## src/rtl/core/gb3_pkg.sv

```systemverilog
// Shared types and constants for the 3x3 Gaussian blur stream.
package gb3_pkg;

	localparam int SAMPLE_W   = 8;
	localparam int NUM_FIELDS = 4;
	localparam int COL_W      = 12;
	localparam int ROW_W      = 16;
	localparam int IMG_W_W    = 13;
	localparam int CHAN_W     = 3;
	localparam int CFG_DATA_W = 16;
	localparam int COLSUM_W   = SAMPLE_W + 2;
	localparam int WINSUM_W   = SAMPLE_W + 4;

	typedef logic [1:0] cfg_index_t;

	localparam cfg_index_t REG_IMAGE_WIDTH   = 2'd0;
	localparam cfg_index_t REG_IMAGE_HEIGHT  = 2'd1;
	localparam cfg_index_t REG_CHANNEL_COUNT = 2'd2;

	localparam logic [IMG_W_W-1:0] WIDTH_RESET  = 13'd640;
	localparam logic [ROW_W-1:0]   HEIGHT_RESET = 16'd480;
	localparam logic [CHAN_W-1:0]  CHAN_RESET   = 3'd3;

	// One channel of the 3x3 window, indexed [column][row], column 0 the oldest.
	typedef logic [2:0][2:0][SAMPLE_W-1:0] tap_win_t;

endpackage

```

## src/rtl/core/gb3_lane.sv

```systemverilog
// One channel of the 3x3 kernel: column sums registered, then the weighted total.
module gb3_lane (
	input  logic                      clk,
	input  logic                      load,
	input  gb3_pkg::tap_win_t         taps,
	output logic [gb3_pkg::SAMPLE_W-1:0] blur
);
	import gb3_pkg::*;

	logic [2:0][COLSUM_W-1:0] col_sum;
	logic [2:0][COLSUM_W-1:0] col_sum_s2;
	logic [WINSUM_W-1:0]      win_sum;

	// Vertical pass applies 1 2 1 to each column.
	always_comb begin
		for (int i = 0; i < 3; i++) begin
			col_sum[i] = {2'b00, taps[i][0]} + {1'b0, taps[i][1], 1'b0} + {2'b00, taps[i][2]};
		end
	end

	always_ff @(posedge clk) begin
		if (load) begin
			col_sum_s2 <= col_sum;
		end
	end

	// Horizontal pass applies 1 2 1 across the columns; the total of weights is 16.
	assign win_sum = {2'b00, col_sum_s2[0]} + {1'b0, col_sum_s2[1], 1'b0}
		+ {2'b00, col_sum_s2[2]};
	assign blur = win_sum[WINSUM_W-1:4];
endmodule
```

## config.mk

```make
export PLATFORM = sky130hd
export DESIGN_NAME = gb3_lane
export DESIGN_NICKNAME = d
export VERILOG_FILES = /design/src/rtl/core/gb3_pkg.sv /design/src/rtl/core/gb3_lane.sv
export SDC_FILE = /design/constraint.sdc
export NUM_CORES = 1
export LEC_CHECK = 0
export BUFFER_PORTS_ARGS = -buffer_cell sky130_fd_sc_hd__buf_2
export CORE_MARGIN = 5
export CORE_UTILIZATION = 35
export CTS_BUF_LIST = sky130_fd_sc_hd__clkbuf_8 sky130_fd_sc_hd__clkbuf_16
export DETAILED_ROUTE_END_ITERATION = 7
export PLACE_DENSITY = 0.65
export SLEW_MARGIN = 25
export SYNTH_ARGS = -nofsm -noshare
export SYNTH_HDL_FRONTEND = slang
export SYNTH_SLANG_ARGS = --single-unit
```

## constraint.sdc

```tcl
create_clock -name clk -period 3.15 [get_ports clk]
set_input_delay 0.315 -clock clk [delete_from_list [all_inputs] [get_ports clk]]
set_output_delay 0.315 -clock clk [all_outputs]
set_load 0.01 [all_outputs]
```

==> results.py, run 1 <==
metrics = {
    "timing": {
        "max_freq_mhz": 331.4,
        "hold_viol": 0,
        "final-setup-viol-count": 0,
        "worst_slew_pin_slew_ps": 688.9,
        "rsz0062_at_grt": "no",
        "slew_headroom_pct": 54.08,
        "fin_crit_sh_pct": 95.78,
        "final.setup.tns_ps": 0,
        "report.final.slew_viol_count": 0,
        "min_period_ps": 3017,
    },
    "clock_tree": {
        "cts.sinks": 30,
        "cts-root-buf": "clkbuf_8",
        "postCtsHoldBufs": 0,
        "cts_buffers": 5,
        "cts_buffer_depth": 2,
        "clk_pin_slew_ps": 70,
        "post_cts_buffers": 0,
        "post_cts_resize_count": 0,
        "htree_levels": 2,
        "cts_tree": "yes",
    },
    "placed_design": {
        "port-buffer-count": 81,
        "place_hpwl_um": 4525,
        "routabilityCongestion": 0.7589,
        "placed_cell_area_um2": 3263,
    },
    "pwr": {
        "p_per_area_nw_per_um2": 746.9,
        "p_seq_share_pct": 24.8,
        "pwr-share-clk_pct": 11.7,
        "p_leak_nw": 1.497,
        "switching_share_pct": 41.91,
        "ir_worst_vdd_mv": 0.3301,
        "intPower_mw": 1.453,
        "power.switching_mw": 1.048,
        "p_comb_share_pct": 63.4,
    },
    "synthesis": {
        "synth_common_cells": "36 x ha_1, 33 x fa_1, 30 x edfxtp_1",
        "synthTopCellsByArea": "edfxtp_1 33%, fa_1 24%, ha_1 16%",
        "yosysTopAreaCellShare_pct": 33.00,
        "synth_area_um2": 2730,
        "avgSynthCellArea_um2": 12.70,
        "yosysWarnings": 0,
        "postSynthCellCount": 215,
        "synth.distinct_cells": 27,
        "ys_seq_elements": 30,
        "synth-edff-count": 30,
        "synth_nets": 358,
        "synth_ff_type": "edfxtp_1",
        "async_flop_share_pct": 0,
        "synth.most_common_cell": "ha_1",
        "seq_area_frac_synth_pct": 33.00,
        "yosysTopAreaCell": "edfxtp_1",
    },
    "layout": {
        "layout.nets": 446,
        "largest-register": "col_sum_s2",
        "final_area_um2": 3348,
        "syn2layout_area_growth_pct": 22.64,
        "drive_gt1_share_pct": 30.26,
        "diodes": 0,
        "reg_top3": "col_sum_s2: 30 flops",
        "largest_register_ffs": 30,
    },
    "floorplan": {
        "core_area_um2": 7647,
        "die_y_um": 98.32,
        "io_pins": 82,
        "dieArea_um2": 9667,
        "start_util_pct": 35.70,
        "die_x_um": 98.32,
        "row_count": 32,
    },
    "detailed_routing": {
        "drc": 0,
        "via_per_inst": 4.670,
        "ant_nets": 0,
        "first_pass_iters": 4,
        "drt-total-wl_um": 5260,
        "num_vias": 1896,
        "drtIter0Drc": 67,
        "wl_per_cell_um": 12.96,
    },
    "critical_path": {
        "path_max_fanout": 4,
        "slowest_delay_ps": 480,
        "timing.critical_path.required_ps": 2830,
        "crit_family": "compound AO/OA/AOI/OAI gates",
        "path_cells": "fa_1, ha_1, a41o_1, o221ai_2, o22ai_2, a311oi_2, xnor2_1, buf_2",
        "start_kind": "register",
        "cp.arrival_ps": 2700,
        "worst_setup_path_end_kind": "output pin",
        "path_buf_inv": 1,
        "critical_path_class": "reg2out",
        "crit_path_top_delay_cell": "fa_1",
    },
    "worst_hold_path": {
        "hold_path.class": "in2reg",
    },
    "global_route": {
        "antenna_found_initial": 0,
        "grt_pass1_vias": 2050,
        "grt_max_degree": 31,
        "globalRoute.totalOverflow": 0,
        "grt_pass1_wl_um": 8873,
        "grtUsageTotal_pct": 11.31,
    },
    "run": {
        "maxCapViolations": 0,
    },
    "status": {
        "status": "complete, no violations",
    },
}
==> power groups by stage <==
stage	Sequential, mW	Combinational, mW	Clock (mW)
final	0.620	1.59	0.294
after detailed placement	0.634	1.60	0
after global routing	0.633	1.79	0.324
after CTS	0.625	1.61	0.308
after global placement	0.633	1.57	0
after floorplan	0.614	1.12	0
==> cells in the final DEF (no fill, tap or decap), types with 3 or more instances in the layout <==
cell type,count
edfxtp_1,30
a211oi_1,3
xor2_1,4
xnor2_1,16
nor2b_1,4
fa_1,33
a21boi_0,3
o21ai_0,7
a21oi_1,16
nor2_1,19
ha_1,36
buf_2,81
o22ai_1,3
inv_1,12
nand2_1,3
o21a_1,4
clkbuf_8,5
o31ai_1,4
a21o_1,6
or3_1,3
==> through the flow <==
stage / setup WS, ps / power, mW / instances / util (%) / hold WS (ps)
after floorplan: 618.2 / 1.734 / 215 / - / 427.5
after global placement: 406.7 / 2.203 / 398 / 42.67 / 616.1
after detailed placement: 345.0 / 2.232 / 398 / 42.67 / 606.1
after CTS: 62.06 / 2.548 / 406 / 43.78 / 318.0
after global routing: 12.92 / 2.743 / 406 / 43.78 / 319.5
final: 132.9 / 2.501 / 406 / 43.78 / 327.3
==> logic make-up after synthesis <==
family | count (synthesis) | share of synthesized area, %
adder cells (fa/ha/maj) | 69 | 40.70
XOR/XNOR | 20 | 6.416
buffers and inverters | 12 | 1.650
flip-flops | 30 | 33.00
AO/OA/AOI/OAI | 53 | 13.20
AND/OR/NAND/NOR | 31 | 5.041
==> per-layer routing <==
metal  vias up  routed length (um)  GRT usage, %
li1        955                   -             -
met1       892                2053         13.01
met2        45                2869         21.06
met3         4                 315         3.429
met4         0                  21         1.576
met5         -                   0             0
==> layout make-up <==
type | instances | area (um2)
clock buffers | 5 | 68.82
flip-flops and latches | 30 | 900.9
fillers | 729 | 4299
well taps | 102 | 127.6
clock inverters | 3 | 16.27
multi-input cells | 173 | 1784
inverters | 12 | 45.04
repair buffers | 81 | 405.4
==> final timing paths <==
kind | from | to | slack (ps) | cells past startpoint
max | col_sum_s2[2] | blur[6] | 130 | 8
min | taps[40] | col_sum_s2[10] | 330 | 2
(Power assumes the default switching activity.)
==> inputs of run 2 (changes only) <==
--- a/config.mk
+++ b/config.mk
@@ -5,12 +5,14 @@
 export SDC_FILE = /design/constraint.sdc
 export NUM_CORES = 1
 export LEC_CHECK = 0
+export ABC_AREA = 1
 export BUFFER_PORTS_ARGS = -buffer_cell sky130_fd_sc_hd__buf_2
 export CORE_MARGIN = 5
 export CORE_UTILIZATION = 35
 export CTS_BUF_LIST = sky130_fd_sc_hd__clkbuf_8 sky130_fd_sc_hd__clkbuf_16
+export CTS_CLUSTER_DIAMETER = 80
 export DETAILED_ROUTE_END_ITERATION = 7
-export PLACE_DENSITY = 0.65
+export PLACE_DENSITY = 0.64
 export SLEW_MARGIN = 25
 export SYNTH_ARGS = -nofsm -noshare
 export SYNTH_HDL_FRONTEND = slang
==> constraint.sdc (replaced) <==
create_clock -name clk -period 3.7 [get_ports clk]
set_input_delay 0.37 -clock clk [delete_from_list [all_inputs] [get_ports clk]]
set_output_delay 0.37 -clock clk [all_outputs]
set_load 0.01 [all_outputs]
==> results.py, run 2 <==
metrics = {
    "critical_path": {
        "timing.critical_path.required_ps": 3330,
        "slowest_delay_ps": 530,
        "path_max_fanout": 3,
        "worst_setup_path_end_kind": "output pin",
        "cp.arrival_ps": 2320,
        "start_kind": "register",
        "path_cells": "inv_1, fa_1, inv_1, ha_1, a21oi_2, nor2_1, o21ai_0, nand3_1, nand2_1, nand2_1, buf_2",
        "critical_path_class": "reg2out",
        "crit_path_top_delay_cell": "fa_1",
    },
    "synthesis": {
        "synth-edff-count": 30,
        "synth_common_cells": "57 x nand2_1, 41 x inv_1, 36 x ha_1",
        "yosysTopAreaCellShare_pct": 30.55,
        "async_flop_share_pct": 0,
        "postSynthCellCount": 287,
        "synth_nets": 430,
        "yosysWarnings": 0,
        "ys_seq_elements": 30,
        "synthTopCellsByArea": "edfxtp_1 31%, fa_1 22%, ha_1 15%",
        "synth.distinct_cells": 21,
        "synth.most_common_cell": "nand2_1",
        "synth_area_um2": 2949,
        "yosysTopAreaCell": "edfxtp_1",
        "seq_area_frac_synth_pct": 30.55,
        "avgSynthCellArea_um2": 10.28,
        "synth_ff_type": "edfxtp_1",
    },
    "detailed_routing": {
        "drt-total-wl_um": 5746,
        "wl_per_cell_um": 11.95,
        "drc": 0,
        "first_pass_iters": 5,
        "ant_nets": 0,
        "drtIter0Drc": 62,
        "via_per_inst": 4.696,
        "num_vias": 2259,
    },
    "timing": {
        "hold_viol": 0,
        "rsz0062_at_grt": "no",
        "final.setup.tns_ps": 0,
        "max_freq_mhz": 371.4,
        "setup_ws_ps": 1007,
        "min_period_ps": 2693,
        "report.final.slew_viol_count": 0,
        "slew_headroom_pct": 56.06,
        "final-setup-viol-count": 0,
        "worst_slew_pin_slew_ps": 659.1,
        "holdWs_ps": 382.4,
        "fin_crit_sh_pct": 72.78,
    },
    "global_route": {
        "antenna_found_initial": 0,
        "globalRoute.totalOverflow": 0,
        "grtUsageTotal_pct": 12.03,
        "grt_pass1_wl_um": 9860,
        "grt_max_degree": 31,
        "grt_pass1_vias": 2392,
    },
    "layout": {
        "reg_top3": "col_sum_s2: 30 flops",
        "multi_input_area_um2": 1894,
        "regArea_um2": 900.9,
        "final_common_cell": "buf_2",
        "largest_register_ffs": 30,
        "syn2layout_area_growth_pct": 20.96,
        "diodes": 0,
        "layout_common_cells": "81 x buf_2, 57 x nand2_1, 42 x inv_1, 36 x ha_1, 33 x fa_1",
        "drive_gt1_share_pct": 24.20,
        "largest-register": "col_sum_s2",
        "layout.nets": 518,
        "fillCellCount": 810,
    },
    "floorplan": {
        "core_area_um2": 8217,
        "io_pins": 82,
        "die_y_um": 101.8,
        "die_x_um": 101.8,
        "dieArea_um2": 10360,
        "start_util_pct": 35.89,
        "row_count": 33,
    },
    "placed_design": {
        "routabilityCongestion": 0.8578,
        "post-place-ws_ps": 1273,
        "place_hpwl_um": 5056,
        "port-buffer-count": 81,
    },
    "pwr": {
        "p_leak_nw": 1.815,
        "p_seq_share_pct": 23.4,
        "intPower_mw": 1.215,
        "pwr-share-clk_pct": 10.7,
        "switching_share_pct": 46.13,
        "p_per_area_nw_per_um2": 632.5,
        "power.switching_mw": 1.041,
        "power_mw": 2.256,
        "ir_worst_vdd_mv": 0.2230,
        "p_comb_share_pct": 65.9,
    },
    "clock_tree": {
        "cts_buffers": 5,
        "cts_buffer_depth": 2,
        "cts-root-buf": "clkbuf_8",
        "htree_levels": 2,
        "post_cts_resize_count": 0,
        "postCtsHoldBufs": 0,
        "cts_tree": "yes",
        "clk_pin_slew_ps": 60,
        "post_cts_buffers": 0,
        "cts.sinks": 30,
    },
    "status": {
        "status": "complete, no violations",
    },
    "run": {
        "maxCapViolations": 0,
    },
    "worst_hold_path": {
        "hold_path.class": "in2reg",
    },
}
[run 2: cell count changes in the layout (fill, tap and decap cells not counted), sizes merged, moves of 4 or more]
cell / change
nor2: -15
xor2: +14
o31ai: -4
nand2: +55
inv: +30
a31oi: +4
o22ai: -4
xnor2: -15
nand4: +8
o21a: -4
nand3: +21
nor2b: -4
[run 2: logic make-up after synthesis]
kind of cell             synth area share [%]
XOR/XNOR                                5.643
adder cells (fa/ha/maj)                 37.67
AO/OA/AOI/OAI                           6.916
flip-flops                              30.55
buffers and inverters                   5.219
AND/OR/NAND/NOR                         14.00
[run 2: through the flow]
| step | cells | util, % | instance area (um2) |
|---|---|---|---|
| floorplan | 287 | - | 2949 |
| global placement | 473 | 42.42 | 3486 |
| detailed placement | 473 | 42.42 | 3486 |
| CTS | 481 | 43.41 | 3567 |
| global route | 481 | 43.41 | 3567 |
| finish | 481 | 43.41 | 3567 |
[run 2: path summary, 6_finish.rpt]
path	from	endpoint	slack (ps)	cells past startpoint
worst min-delay path	taps[16]	col_sum_s2[0]	380	2
worst max-delay path	col_sum_s2[3]	blur[6]	1010	11
[run 2: worst max-delay path, delay by kind of cell (launching register included)]
kind | cells | cell delay (ps)
AOI/OAI and AO/OA | 2 | 390
buffers and inverters | 3 | 220
DFF | 1 | 320
and+or+nand+nor | 4 | 250
adders and majority gates | 2 | 860
[run 2: final cells by class]
cell class	instances	area share (%)
inverters	41	4.314
multi-input cells	216	53.10
clock inverters	3	0.3508
clock buffers	5	1.929
flip-flops and latches	30	25.25
well taps	105	3.683
repair buffers	81	11.36
[run 2: power groups by stage]
stage               Sequential (mW)  Combinational, mW  Clock [mW]
finish                        0.528               1.49       0.241
global route                  0.539               1.71       0.264
CTS                           0.531               1.51       0.251
detailed placement            0.538               1.50           0
global placement              0.536               1.46           0
floorplan                     0.524               1.05           0
[run 2: routing by layer]
layer	wire, um	track usage, %	vias up
met5	0	0	-
met4	103	4.806	0
met3	231	2.135	8
met2	3136	22.89	46
met1	2274	13.04	1063
li1	-	-	1142
